## src/hdl/fit_policy_block_allocator_assert.svh

```systemverilog
// assertion helpers for the block allocator
`ifndef FIT_POLICY_BLOCK_ALLOCATOR_ASSERT_SVH
`define FIT_POLICY_BLOCK_ALLOCATOR_ASSERT_SVH

// same-cycle implication
`define FPBA_ASSERT_NOW(lbl, ante, cons) \
    lbl: assert property (@(posedge i_clk) disable iff (!i_rst_n) (ante) |-> (cons)) \
        else $error("fit_policy_block_allocator: check failed");

// next-cycle implication
`define FPBA_ASSERT_NEXT(lbl, ante, cons) \
    lbl: assert property (@(posedge i_clk) disable iff (!i_rst_n) (ante) |=> (cons)) \
        else $error("fit_policy_block_allocator: check failed");

`endif

```

## src/hdl/fpba_pkg.sv

```systemverilog
package fpba_pkg;

    localparam int BLOCKS_DEF     = 16;
    localparam int SIZE_WIDTH_DEF = 16;

    // fixed field widths
    localparam int FUNC_W   = 1;
    localparam int INDEX_W  = 4;
    localparam int AMOUNT_W = 16;
    localparam int NUMBER_W = 16;
    localparam int BIU_W    = 5;
    localparam int CFG_IDX_W  = 2;
    localparam int CFG_DATA_W = 5;

    // configuration register indexes
    localparam logic [CFG_IDX_W-1:0] CFG_FIT_POLICY    = 2'd0;
    localparam logic [CFG_IDX_W-1:0] CFG_BLOCKS_IN_USE = 2'd1;

    localparam logic [BIU_W-1:0] BIU_RESET = 5'd16;

    localparam logic [FUNC_W-1:0] FUNC_LOAD  = 1'b0;
    localparam logic [FUNC_W-1:0] FUNC_ALLOC = 1'b1;

    typedef enum logic [1:0] {
        POL_FIRST = 2'd0,
        POL_NEXT  = 2'd1,
        POL_BEST  = 2'd2,
        POL_WORST = 2'd3
    } t_policy;

    typedef enum logic [3:0] {
        S_IDLE = 4'b0001,
        S_SCAN = 4'b0010,
        S_READ = 4'b0100,
        S_DONE = 4'b1000
    } t_state;

endpackage

```

## src/hdl/fpba_ram.sv

```systemverilog
module fpba_ram #(
    parameter int WIDTH = fpba_pkg::SIZE_WIDTH_DEF,
    parameter int DEPTH = fpba_pkg::BLOCKS_DEF
) (
    input  logic                     i_clk,
    input  logic                     i_we,
    input  logic [$clog2(DEPTH)-1:0] i_waddr,
    input  logic [WIDTH-1:0]         i_wdata,
    input  logic [$clog2(DEPTH)-1:0] i_raddr,
    output logic [WIDTH-1:0]         o_rdata
);

    logic [WIDTH-1:0] r_mem [DEPTH];
    logic [WIDTH-1:0] r_rdata;

    always_ff @(posedge i_clk) begin
        if (i_we) begin
            r_mem[i_waddr] <= i_wdata;
        end
        r_rdata <= r_mem[i_raddr];
    end

    assign o_rdata = r_rdata;

endmodule

```

## src/hdl/fit_policy_block_allocator.sv

```systemverilog
// channel     | direction | handshake                  | payload
// ------------+-----------+----------------------------+-------------------------------------
// command     | in        | i_start & !o_busy          | i_func, i_block_index, i_amount
// result      | out       | o_done (one-cycle strobe)  | o_granted, o_chosen_block,
//             |           |                            | o_block_size, o_request_size,
//             |           |                            | o_space_left, o_request_number
// config      | in        | i_cfg_valid & o_cfg_ready  | i_cfg_index, i_cfg_data
//
// a load leaves o_busy low; it gives no result
// an allocate holds o_busy while it scans blocks_in_use blocks; first or next fit
// stops early: the remaining-space memory is read one block per cycle into one comparator
// the result strobe is high in the first cycle with o_busy low again
// synchronous active-low reset sets first fit, 16 blocks in use and zero next pointer
// and request count; block sizes are undefined until loaded
// results cannot be stalled; config writes are always taken
module fit_policy_block_allocator #(
    parameter int BLOCKS     = fpba_pkg::BLOCKS_DEF,
    parameter int SIZE_WIDTH = fpba_pkg::SIZE_WIDTH_DEF
) (
    input  logic                                i_clk,
    input  logic                                i_rst_n,
    input  logic                                i_start,
    output logic                                o_busy,
    input  logic [fpba_pkg::FUNC_W-1:0]         i_func,
    input  logic [fpba_pkg::INDEX_W-1:0]        i_block_index,
    input  logic [fpba_pkg::AMOUNT_W-1:0]       i_amount,
    output logic                                o_done,
    output logic                                o_granted,
    output logic [fpba_pkg::INDEX_W-1:0]        o_chosen_block,
    output logic [fpba_pkg::AMOUNT_W-1:0]       o_block_size,
    output logic [fpba_pkg::AMOUNT_W-1:0]       o_request_size,
    output logic [fpba_pkg::AMOUNT_W-1:0]       o_space_left,
    output logic [fpba_pkg::NUMBER_W-1:0]       o_request_number,
    input  logic                                i_cfg_valid,
    output logic                                o_cfg_ready,
    input  logic [fpba_pkg::CFG_IDX_W-1:0]      i_cfg_index,
    input  logic [fpba_pkg::CFG_DATA_W-1:0]     i_cfg_data
);

    localparam int IW = $clog2(BLOCKS);
    localparam int UW = $clog2(BLOCKS + 1);
    localparam int SW = SIZE_WIDTH;

    // control
    fpba_pkg::t_state              r_state, n_state;
    fpba_pkg::t_policy             r_policy, n_policy;
    logic [fpba_pkg::BIU_W-1:0]    r_biu, n_biu;
    logic [IW-1:0]                 r_np, n_np;
    logic [fpba_pkg::NUMBER_W-1:0] r_cnt, n_cnt;
    logic                          r_issue, n_issue;
    logic                          r_vld, n_vld;
    logic                          r_found, n_found;
    logic                          r_done, n_done;

    // payload
    logic [UW-1:0]                 r_units, n_units;
    logic [SW-1:0]                 r_req, n_req;
    logic [IW-1:0]                 r_addr, n_addr;
    logic                          r_down, n_down;
    logic [IW-1:0]                 r_ev_idx, n_ev_idx;
    logic [IW-1:0]                 r_pick, n_pick;
    logic [SW-1:0]                 r_best, n_best;
    logic                          r_granted, n_granted;
    logic [fpba_pkg::INDEX_W-1:0]  r_chosen, n_chosen;
    logic [fpba_pkg::AMOUNT_W-1:0] r_bsize, n_bsize;
    logic [fpba_pkg::AMOUNT_W-1:0] r_reqsz, n_reqsz;
    logic [fpba_pkg::AMOUNT_W-1:0] r_left, n_left;

    logic          w_accept;
    logic          w_load;
    logic [SW-1:0] w_amount;
    logic [UW-1:0] w_units;
    logic [UW-1:0] w_addr_inc;
    logic [UW-1:0] w_np_inc;
    logic [SW-1:0] w_rem_q;
    logic [SW-1:0] w_orig_q;
    logic [SW-1:0] w_new_left;
    logic          w_fit;
    logic          w_take;
    logic          w_rem_we;
    logic [IW-1:0] w_rem_waddr;
    logic [SW-1:0] w_rem_wdata;

    assign w_accept   = i_start && (r_state == fpba_pkg::S_IDLE);
    assign w_amount   = SW'(i_amount);
    assign w_load     = w_accept && (i_func == fpba_pkg::FUNC_LOAD)
                        && (32'(i_block_index) < BLOCKS);
    assign w_units    = (32'(r_biu) > BLOCKS) ? UW'(BLOCKS) : UW'(r_biu);
    assign w_addr_inc = UW'(r_addr) + UW'(1);
    assign w_np_inc   = UW'(r_pick) + UW'(1);
    assign w_new_left = r_best - r_req;

    // shared compare unit: fit test and best/worst ranking
    always_comb begin
        w_fit  = (w_rem_q >= r_req);
        w_take = 1'b0;
        if (r_vld && w_fit) begin
            case (r_policy)
                fpba_pkg::POL_BEST:  w_take = !r_found || (w_rem_q < r_best);
                fpba_pkg::POL_WORST: w_take = !r_found || (w_rem_q > r_best);
                default:             w_take = 1'b1;
            endcase
        end
    end

    assign w_rem_we    = w_load || ((r_state == fpba_pkg::S_DONE) && r_found);
    assign w_rem_waddr = w_load ? IW'(i_block_index) : r_pick;
    assign w_rem_wdata = w_load ? w_amount : w_new_left;

    fpba_ram #(
        .WIDTH (SW),
        .DEPTH (BLOCKS)
    ) u_remaining (
        .i_clk   (i_clk),
        .i_we    (w_rem_we),
        .i_waddr (w_rem_waddr),
        .i_wdata (w_rem_wdata),
        .i_raddr (r_addr),
        .o_rdata (w_rem_q)
    );

    fpba_ram #(
        .WIDTH (SW),
        .DEPTH (BLOCKS)
    ) u_original (
        .i_clk   (i_clk),
        .i_we    (w_load),
        .i_waddr (IW'(i_block_index)),
        .i_wdata (w_amount),
        .i_raddr (r_pick),
        .o_rdata (w_orig_q)
    );

    always_comb begin
        n_state   = r_state;
        n_policy  = r_policy;
        n_biu     = r_biu;
        n_np      = r_np;
        n_cnt     = r_cnt;
        n_issue   = r_issue;
        n_vld     = 1'b0;
        n_found   = r_found;
        n_done    = 1'b0;
        n_units   = r_units;
        n_req     = r_req;
        n_addr    = r_addr;
        n_down    = r_down;
        n_ev_idx  = r_addr;
        n_pick    = r_pick;
        n_best    = r_best;
        n_granted = r_granted;
        n_chosen  = r_chosen;
        n_bsize   = r_bsize;
        n_reqsz   = r_reqsz;
        n_left    = r_left;

        if (i_cfg_valid) begin
            unique case (i_cfg_index)
                fpba_pkg::CFG_FIT_POLICY:    n_policy = fpba_pkg::t_policy'(i_cfg_data[1:0]);
                fpba_pkg::CFG_BLOCKS_IN_USE: n_biu    = i_cfg_data;
                default: ;
            endcase
        end

        unique case (r_state)
            fpba_pkg::S_IDLE: begin
                if (w_load) begin
                    n_np = '0;
                end
                if (w_accept && (i_func == fpba_pkg::FUNC_ALLOC)) begin
                    n_state = fpba_pkg::S_SCAN;
                    n_cnt   = r_cnt + fpba_pkg::NUMBER_W'(1);
                    n_units = w_units;
                    n_req   = w_amount;
                    n_found = 1'b0;
                    n_issue = (w_units != '0);
                    n_addr  = '0;
                    n_down  = 1'b0;
                    if (r_policy == fpba_pkg::POL_NEXT) begin
                        if (UW'(r_np) < w_units) begin
                            n_addr = r_np;
                        end else begin
                            // stale pointer: only the downward pass from the top
                            n_addr = IW'(w_units - UW'(1));
                            n_down = 1'b1;
                        end
                    end
                end
            end
            fpba_pkg::S_SCAN: begin
                n_vld = r_issue;
                if (r_issue) begin
                    if (!r_down) begin
                        if (w_addr_inc < r_units) begin
                            n_addr = IW'(w_addr_inc);
                        end else if ((r_policy == fpba_pkg::POL_NEXT) && (r_np != '0)) begin
                            n_addr = r_np - IW'(1);
                            n_down = 1'b1;
                        end else begin
                            n_issue = 1'b0;
                        end
                    end else if (r_addr != '0) begin
                        n_addr = r_addr - IW'(1);
                    end else begin
                        n_issue = 1'b0;
                    end
                end
                if (w_take) begin
                    n_found = 1'b1;
                    n_pick  = r_ev_idx;
                    n_best  = w_rem_q;
                end
                if (w_take && (r_policy == fpba_pkg::POL_FIRST
                               || r_policy == fpba_pkg::POL_NEXT)) begin
                    n_issue = 1'b0;
                    n_vld   = 1'b0;
                    n_state = fpba_pkg::S_READ;
                end else if (!r_issue && !r_vld) begin
                    n_state = r_found ? fpba_pkg::S_READ : fpba_pkg::S_DONE;
                end
            end
            fpba_pkg::S_READ: begin
                n_state = fpba_pkg::S_DONE;
            end
            fpba_pkg::S_DONE: begin
                n_state   = fpba_pkg::S_IDLE;
                n_done    = 1'b1;
                n_granted = r_found;
                n_reqsz   = fpba_pkg::AMOUNT_W'(r_req);
                if (r_found) begin
                    n_chosen = fpba_pkg::INDEX_W'(r_pick);
                    n_bsize  = fpba_pkg::AMOUNT_W'(w_orig_q);
                    n_left   = fpba_pkg::AMOUNT_W'(w_new_left);
                    if (r_policy == fpba_pkg::POL_NEXT) begin
                        n_np = (w_np_inc < r_units) ? IW'(w_np_inc) : '0;
                    end
                end else begin
                    n_chosen = '0;
                    n_bsize  = '0;
                    n_left   = '0;
                end
            end
            default: n_state = fpba_pkg::S_IDLE;
        endcase
    end

    always_ff @(posedge i_clk) begin
        if (!i_rst_n) begin
            r_state  <= fpba_pkg::S_IDLE;
            r_policy <= fpba_pkg::POL_FIRST;
            r_biu    <= fpba_pkg::BIU_RESET;
            r_np     <= '0;
            r_cnt    <= '0;
            r_issue  <= 1'b0;
            r_vld    <= 1'b0;
            r_found  <= 1'b0;
            r_done   <= 1'b0;
        end else begin
            r_state  <= n_state;
            r_policy <= n_policy;
            r_biu    <= n_biu;
            r_np     <= n_np;
            r_cnt    <= n_cnt;
            r_issue  <= n_issue;
            r_vld    <= n_vld;
            r_found  <= n_found;
            r_done   <= n_done;
        end
    end

    always_ff @(posedge i_clk) begin
        r_units   <= n_units;
        r_req     <= n_req;
        r_addr    <= n_addr;
        r_down    <= n_down;
        r_ev_idx  <= n_ev_idx;
        r_pick    <= n_pick;
        r_best    <= n_best;
        r_granted <= n_granted;
        r_chosen  <= n_chosen;
        r_bsize   <= n_bsize;
        r_reqsz   <= n_reqsz;
        r_left    <= n_left;
    end

    assign o_busy           = (r_state != fpba_pkg::S_IDLE);
    assign o_cfg_ready      = 1'b1;
    assign o_done           = r_done;
    assign o_granted        = r_granted;
    assign o_chosen_block   = r_chosen;
    assign o_block_size     = r_bsize;
    assign o_request_size   = r_reqsz;
    assign o_space_left     = r_left;
    assign o_request_number = r_cnt;

`include "fit_policy_block_allocator_assert.svh"

    `FPBA_ASSERT_NEXT(a_strobe_after_finish, r_state == fpba_pkg::S_DONE, o_done)
    `FPBA_ASSERT_NOW(a_strobe_in_idle, o_done, r_state == fpba_pkg::S_IDLE)
    `FPBA_ASSERT_NOW(a_pick_in_range, (r_state == fpba_pkg::S_DONE) && r_found, UW'(r_pick) < r_units)
    `FPBA_ASSERT_NEXT(a_pointer_wraps, (r_state == fpba_pkg::S_DONE) && r_found && (r_policy == fpba_pkg::POL_NEXT), UW'(r_np) < r_units)

endmodule
```

## config.mk

```make
export PLATFORM = sky130hd
export DESIGN_NAME = fit_policy_block_allocator
export DESIGN_NICKNAME = d
export VERILOG_FILES = /design/src/hdl/fpba_pkg.sv /design/src/hdl/fpba_ram.sv /design/src/hdl/fit_policy_block_allocator.sv
export VERILOG_INCLUDE_DIRS = /design/src /design/src/hdl
export SDC_FILE = /design/constraint.sdc
export NUM_CORES = 1
export LEC_CHECK = 0
export BUFFER_PORTS_ARGS = -buffer_cell sky130_fd_sc_hd__buf_2
export CAP_MARGIN = 15
export CORE_MARGIN = 5
export CORE_UTILIZATION = 40
export CTS_BUF_LIST = sky130_fd_sc_hd__clkbuf_16
export DETAILED_ROUTE_END_ITERATION = 7
export GPL_ROUTABILITY_DRIVEN = 0
export MAX_ROUTING_LAYER = met4
export PLACE_DENSITY_LB_ADDON = 0.1
export SYNTH_ARGS = -nofsm -noshare
export SYNTH_HDL_FRONTEND = slang
export SYNTH_SLANG_ARGS = --single-unit
```

## constraint.sdc

```tcl
create_clock -name i_clk -period 11.2 [get_ports i_clk]
set_input_delay 1.12 -clock i_clk [delete_from_list [all_inputs] [get_ports i_clk]]
set_output_delay 1.12 -clock i_clk [all_outputs]
set_load 0.005 [all_outputs]
```

---- Yosys cells after proc, flatten, opt, wreduce, memory -nomap -nowiden ----
Memory sizes are Yosys's and may differ from the RTL's. A register that Yosys moved wholly into a read port is not among the register bits.
Index checks and enable logic that the tools add are counted.
storage, ports and cells
  register bits after elaboration ......... 138
  bits in writable memories ............... 512
  bits of input ports ..................... 32
  output and inout bits ................... 72
  word-level logic and storage cells ...... 138
  memories kept ........................... 2
memories
  name               depth  width  read ports  clocked after memory_dff  write ports  RTL line        source
  u_original.r_mem   16     16     1           1                         1            fpba_ram.sv:13  logic [WIDTH-1:0] r_mem [DEPTH];
  u_remaining.r_mem  16     16     1           1                         1            fpba_ram.sv:13
cells by class
  add/sub/neg operators ................... 7
  magnitude comparators ................... 7
  equal/unequal tests ..................... 18
  multiplexer cells ....................... 47
  bitwise logic cells ..................... 3
  reductions and logical operators ........ 33
operators with widths
  operator                                                             number
  4-bit two-way mux                                                    17
  1-bit two-way mux                                                    21
  16-bit by 1-bit adder with 16-bit output (second input constant)     1
  16-bit >= comparator                                                 1
  16-bit greater-than comparator                                       1
  16-bit < comparator                                                  1
  16-bit two-way mux                                                   1
  4-bit one-hot mux with 2 select lines                                2
  16-bit subtractor                                                    1
  4-bit one-hot mux with 3 select lines                                1
  2-bit AND reduction                                                  6
  4-bit by 1-bit subtractor with 4-bit output (second input constant)  3
  4-bit by 1-bit adder with 5-bit output (second input constant)       2
  5-bit < comparator                                                   2
  1-bit logical AND                                                    8
  2-bit != test (second input constant)                                4
  1-bit one-hot mux with 2 select lines                                4
  4-bit nonzero test                                                   2
  3-bit != test (second input constant)                                2
  3-bit AND reduction                                                  2
  5-bit greater-than comparator (second input constant)                1
  4-bit by 5-bit < comparator with 1-bit output                        1
  5-bit two-way mux                                                    1
  5-bit AND reduction                                                  1
  other kinds (17)                                                     29

---- Longest topological paths before layout ----
Gate-level depths: netlist (run 1).
  depth in word-level cells ............... 8
  mapped depth ............................ 13
  depth with buffers taken out ............ 10

---- Modules after synthesis ----
Synthesis (run 1) repeated with hierarchy kept, for this count alone.
unflattened totals
  cell total of the unflattened synthesis .. 1539
  area, all modules ....................... 27452.6 sq um
by module, submodules not included
  module                      instances  cells each  area an instance (sq um)  seq. area each (sq um)
  fpba_ram at u_original      1          432         10043.4                   8007.7
  fpba_ram at u_remaining     1          432         10042.1                   8007.7
  fit_policy_block_allocator  1          675         7367.1                    3753.6

---- Worst setup path after synthesis (run 1) ----
No wires, ideal clock.
  kind .................................... reg-to-reg
  from .................................... register r_state[2]
  to ...................................... memory u_remaining.r_mem[10][0] in the netlist's numbering (enable)
  setup time .............................. 0.388 ns
  data arrival time ....................... 8.044 ns
  required time ........................... 10.812 ns
  path slack .............................. 2.768 ns
  stages on the path, launching flop included .. 5
  path buffers ............................ 0
  clock period less this slack ............ 8.432 ns
  cell sequence ........................... dfxtp_1 -> nor4b_1 -> nand2_1 -> o31a_1 -> nor2_1
on the way
  longest elaborated chain between the ends .. 6
  elaborated cells between the ends (all ways) .. 9
  classes of those cells .................. eq/ne (2); mux (3); reduce/logical (4)
ends and longest elaborated chain
  what                                      RTL line                           source
  start, declared                           fit_policy_block_allocator.sv:45   fpba_pkg::t_state r_state, n_state;
  start signal, assigned                    fit_policy_block_allocator.sv:249  r_state <= fpba_pkg::S_IDLE;
  start signal, assigned                    fit_policy_block_allocator.sv:259  r_state <= n_state;
  4-bit by 1-bit == test with 1-bit output  fit_policy_block_allocator.sv:84   assign w_accept = i_start && (r_state == fpba_pkg::S_IDLE);
  1-bit logical AND                         fit_policy_block_allocator.sv:84
  1-bit logical AND                         fit_policy_block_allocator.sv:86   assign w_load = w_accept && (i_func == fpba_pkg::FUNC_LOAD)
  1-bit logical OR                          fit_policy_block_allocator.sv:106  assign w_rem_we = w_load || ((r_state == fpba_pkg::S_DONE) && r_found);
  1-bit two-way mux                         fpba_ram.sv:17                     if (i_we) begin
  1-bit two-way mux (implied by the code)   fpba_ram.sv:18                     r_mem[i_waddr] <= i_wdata;
  end, declared                             fpba_ram.sv:13
Parallel ways exist; a longest one is shown, timed or not.

---- Final worst setup path (run 1) ----
  from .................................... register r_state[0]
  to ...................................... memory u_remaining.r_mem[9][2] in the netlist's numbering (enable)
Same word-level chain as after synthesis.

==> metrics, run 1 <==
Max VDD drop=0.123 mV; Synth Flop Type=edfxtp_1; first-pass GRT wire length=97800 µm; fin util=0.461; RSZ-0062 raised after global routing=false; Post-Syn Nets=1657; I/O pin cnt=104; Setup Crit Path Kind=register to register; port buffer count=102; 1st-pass router iterations=5; power density over cell area=171 nW/µm²; crit end category=register; Worst Clk Skew=0.0222 ns; Clock Tree Root=clkbuf_16; post-DP HPWL=42200 µm; Worst Path Required=11.40 ns; Synth async-reset ratio=0; Via density=5.42; commonest non-fill, non-tap cells in the layout=611 x edfxtp_1, 112 x mux4_2, 102 x buf_2; Post-CTS Setup Inserts=0; average routed wire per standard cell=24.8 µm; Starting Density=0.402; post-CTS sizing=0; DRT iter0 DRCs=1084; Worst Tran Pin Value=1.10 ns; largest net degree at the start of global routing=70; outcome=completed; Clock Tree Buf Depth=3; Synth area leaders=edfxtp_1 67%, mux4_2 9.2%, dfxtp_1 5.2%, ha_1 3.0%, mux2i_1 2.7%; ANT nets after route=0; Max Cap Violations=0; fin cells=2646; GRT Residual Overflow=0; die area=74100 µm²; post-synth top area cell=edfxtp_1; initial antenna violation count=1; core area=68300 µm²; synthesis-stage register bit count=682; Sink Count=682; DRC=0; # rows=96; CTS clk-pin slew, worst paths=0.06 ns; worst-path fanout max=17; die width=272 µm; ant diodes=0; vias in the first global route=14537; crit path launch type=register; Hold Crit Class=register to register; final worst slack=7.49 ns; TNS Setup=0 ns; Total Power=5.38 mW; Post-Syn Area=27500 µm²; Final min period=3.71 ns; Yosys cell types=72; Fin. Hold Viols=0; Layout area overhead=14.6%; setup violators final=0; Skew-Pair Late Insertion Delay=0.60 ns; CTS tree=done; Final Cycle Share=0.332; Post-Place Setup Slack=7.17 ns; CTS Buf Count=75; Post-Syn Area per Cell=17.6 µm²; H-tree levels=3; Synth warnings=0; share of cells above drive strength 1=0.228; sequential area share after synthesis=0.719; final wirelength=65700 µm; commonest non-fill, non-tap cell in the layout=edfxtp_1; gr usage total=0.182; Pins Over Slew Limit=0; Die H=272 µm; Max-slew headroom=0.268; Layout Nets=1805; Max Fclk=0.269 GHz; Synth top area share=0.668; Hold Buf Count CTS=0; Worst EP arrival=3.92 ns; cells after synthesis=1559; DR vias=14342; leakage=10.9 nW; Placed Cells=2510; Post-synth EDFFs=611
-- per-stage QoR --
stage	hold slack, ns	cell area [µm²]
2_1_floorplan	0.361	27500
3_3_place_gp	0.388	29200
3_5_place_dp	0.389	29200
4_1_cts	0.403	31500
5_1_grt	0.414	31500
6_report	0.402	31500
-- final cells by class --
class,count,area (µm²)
Inverter,51,193
Tap cell,882,1100
Clock buffer,78,1950
Clock inverter,56,320
Timing Repair Buffer,134,781
Sequential cell,682,19800
Multi-Input combinational cell,763,7380
Fill cell,5894,36800
-- flip-flops by register name, summed over array words and instances (netlist names), 5 cells and up --
signal,flops
o_space_left,16
u_original.o_rdata,16
r_req,16
o_request_number,16
u_original.r_mem,256
r_units,5
r_best,16
r_biu,5
u_remaining.o_rdata,16
u_remaining.r_mem,256
o_request_size,16
o_block_size,16
-- synthesized netlist by cell type, drive strengths merged (3+ instances only) --
| cell type | instances |
|---|---|
| edfxtp | 611 |
| mux4 | 112 |
| mux2i | 73 |
| nor2 | 72 |
| dfxtp | 71 |
| ha | 65 |
| nand2 | 65 |
| inv | 49 |
| and2 | 44 |
| o21ai | 42 |
| clkbuf | 38 |
| a21oi | 36 |
| a221oi | 32 |
| buf | 25 |
| xnor2 | 22 |
| a22oi | 19 |
| nor3 | 18 |
| xor2 | 16 |
| nand2b | 14 |
| nor2b | 12 |
| nand4 | 11 |
| nand3 | 10 |
| o21a | 8 |
| a21o | 7 |
| mux2 | 7 |
| a31oi | 6 |
| o31ai | 6 |
| a211oi | 5 |
| o211ai | 5 |
| nor4b | 4 |
| a211o | 3 |
| a21boi | 3 |
| and3 | 3 |
| nand3b | 3 |
| nor3b | 3 |
| o21bai | 3 |
| o31a | 3 |
| or3 | 3 |
-- kinds of logic after synthesis --
| kind of cell | count (synthesis) | synth area share |
|---|---|---|
| compound gates | 196 | 0.0491 |
| other cells | 1 | 0.000136 |
| fa+ha+maj | 66 | 0.0303 |
| flops | 682 | 0.719 |
| simple gates | 270 | 0.0511 |
| buf+inv | 114 | 0.0168 |
| mux | 192 | 0.121 |
| xor+xnor | 38 | 0.0121 |
-- worst max-delay path: stages, from the launching register on --
cell,delay (ns)
dfxtp_1,0.44
nor4b_4,0.44
inv_2,0.11
nor3b_4,0.70
nand3b_1,0.41
o21a_1,0.36
nor2_2,0.84
-- final timing paths --
kind	startpoint	endpoint	slack, ns	cells after the start
max	r_state[0]	u_remaining.r_mem[9][2]	7.49	6
min	r_ev_idx[3]	r_pick[3]	0.40	0
max reg2reg	r_state[0]	u_remaining.r_mem[9][2]	7.49	6
min reg2reg	r_ev_idx[3]	r_pick[3]	0.40	0
-- report_power, final --
part / switching, mW / internal [mW]
clock: 0.972 / 1.30
sequential: 0.0189 / 2.83
combinational: 0.171 / 0.0865
-- metal layers --
| metal | track usage | wire length, µm | vias to the layer above |
|---|---|---|---|
| met5 | - | 0 | - |
| met4 | 0.0438 | 1530 | 0 |
| met3 | 0.0264 | 2240 | 96 |
| met2 | 0.293 | 32200 | 287 |
| met1 | 0.247 | 29700 | 7465 |
| li1 | - | - | 6494 |
(Power assumes the default switching activity.)
==> inputs of run 2 (changes only) <==
clock period = 3 ns   (was 11.2 ns; I/O delays follow)
==> metrics, run 2 (synthesis gave the netlist of run 1 again) <==
Via density=5.40 (-0.44%); worst hold start=i_amount[8]; core area=68300 µm² (unchanged); DRC=0 (unchanged); crit end category=register; first-pass GRT wire length=99000 µm (+1.2%); register area=19800 µm² (about the same); outcome=completed; Setup Crit Path Kind=register to register; post-DP HPWL=41500 µm (-1.7%); Die H=272 µm (unchanged); average routed wire per standard cell=24.9 µm (+0.37%); Clock Tree Root=clkbuf_16; fin cells=2693 (+1.8%); gr usage total=0.185 (+0.00298); Hold Crit Class=primary input to register; # rows=96 (unchanged); Layout area overhead=16.6%; die width=272 µm (unchanged); multi-input logic area=7470 µm² (+1.3%); setup violators final=0 (unchanged); Final min period=2.85 ns (-0.863 ns); RSZ-0062 raised after global routing=false; Worst Clk Skew=0.0234 ns (+0.00117 ns); Skew-Pair Late Insertion Delay=0.61 ns (about the same); commonest non-fill, non-tap cell in the layout=edfxtp_1; final wirelength=67100 µm (+2.2%); Pins Over Slew Limit=0 (unchanged); flop2flop setup slack=0.15 ns (-7.34 ns); fin util=0.469 (+0.00815); Max-slew headroom=0.294 (+0.0259); largest net degree at the start of global routing=97 (+39%); vias in the first global route=14956 (+2.9%); Max VDD drop=0.396 mV (+220%); initial antenna violation count=3 (+2); Sink Count=682 (unchanged); Clock Tree Buf Depth=3 (unchanged); CTS tree=done; r2r worst-path depth=9 (+3); port buffer count=102 (unchanged); Worst EP arrival=3.18 ns (-0.74 ns); Starting Density=0.402 (unchanged); I/O pin cnt=104 (unchanged); worst-path fanout max=16 (-1); Worst R2R Start=r_req[0]; commonest non-fill, non-tap cells in the layout=611 x edfxtp_1, 112 x mux4_2, 102 x buf_2; Final Cycle Share=0.951 (+0.619); Max Fclk=0.351 GHz (+30%); H-tree levels=3 (unchanged); GRT Residual Overflow=0 (unchanged); 1st-pass router iterations=5 (unchanged); die area=74100 µm² (unchanged); Top Registers=u_original.r_mem (256), u_remaining.r_mem (256); Worst Hold Depth=1 (+1); R2R Path End=u_remaining.r_mem[6][14]; Worst Tran Pin Value=1.05 ns (-0.0426 ns); power density over cell area=639 nW/µm² (+270%); Placed Cells=2550 (+1.6%); # fillers=5778 (-2.0%); CTS clk-pin slew, worst paths=0.06 ns (about the same); DR vias=14533 (+1.3%); CTS Buf Count=75 (unchanged); Worst Path Required=3.33 ns (-8.07 ns); Max Cap Violations=0 (unchanged); crit path launch type=register; Post-CTS Setup Inserts=0 (unchanged); ANT nets after route=0 (unchanged); hold worst-path end=u_original.r_mem[4][8]; DRT iter0 DRCs=1021 (-5.8%); leakage=11.1 nW (+2.4%); share of cells above drive strength 1=0.248 (+0.0196); Layout Nets=1848 (+2.4%); Fin. Hold Viols=0 (unchanged)
## run 2: cell count changes in the layout (fill, tap and decap cells not counted), sizes merged
cell and change:
clkinvlp +1, inv -1, buf +38, diode +1
bufinv +3, dlygate4sd3 +5
## run 2: critical path, stage by stage, from the launching register on
cell,delay (ns)
edfxtp_1,0.39
ha_1,0.24
fa_1,0.41
nand2b_1,0.18
a21oi_1,0.27
o31ai_1,0.20
a211o_1,0.30
a21boi_0,0.29
o31ai_2,0.11
buf_4,0.20
## run 2: area by class of cell
type / instances / share of cell area
diodes: 1 / 0.0000781
multi-input cells: 763 / 0.233
well taps: 882 / 0.0344
inverters: 51 / 0.00601
flip-flops and latches: 682 / 0.617
repair buffers: 177 / 0.0352
clock buffers: 78 / 0.0609
clock inverters: 59 / 0.0135
## run 2: stage by stage
| step | instance area (µm²) | TNS [ns] | hold slack, ns | power [mW] | setup WS, ns |
|---|---|---|---|---|---|
| floorplan | 27700 | -140.51 | 0.361 | 11.4 | -0.665 |
| global placement | 29600 | 0 | 0.391 | 11.8 | 0.191 |
| detailed placement | 29600 | 0 | 0.389 | 11.8 | 0.114 |
| CTS | 32000 | 0 | 0.0661 | 20.7 | 0.101 |
| global route | 32100 | 0 | 0.0895 | 21.2 | 0.0275 |
| finish | 32100 | 0 | 0.0997 | 20.5 | 0.148 |
## run 2: what timing repair did
action	CTS	global route
endpoints found under the setup margin	0	14
hold endpoints to repair	7	0
resized for setup	0	2
hold buffers	5	0
## run 2: how the worst max path moves through the flow
| stage | from | to | cells after the start |
|---|---|---|---|
| 5_1_grt | r_req[0] | u_remaining.r_mem[6][14] | 9 |
| 3_3_place_gp | r_best[14] | r_best[1] | 9 |
| 3_5_place_dp | r_best[14] | r_best[1] | 9 |
| 2_1_floorplan | r_state[0] | u_remaining.r_mem[2][0] | 4 |
| 6_report | r_req[0] | u_remaining.r_mem[6][14] | 9 |
| 4_1_cts | r_best[14] | r_best[7] | 9 |
## run 2: metal layers
| metal | GRT usage | vias up | part of all wire |
|---|---|---|---|
| li1 | - | 6600 | - |
| met1 | 0.249 | 7545 | 0.44 |
| met2 | 0.300 | 303 | 0.50 |
| met3 | 0.0253 | 85 | 0.040 |
| met4 | 0.0478 | 0 | 0.020 |
| met5 | - | - | 0 |
## run 2: power breakdown
group,switching [mW],internal [mW]
logic,0.635,0.352
registers,0.0698,10.5
clock network,3.72,5.16
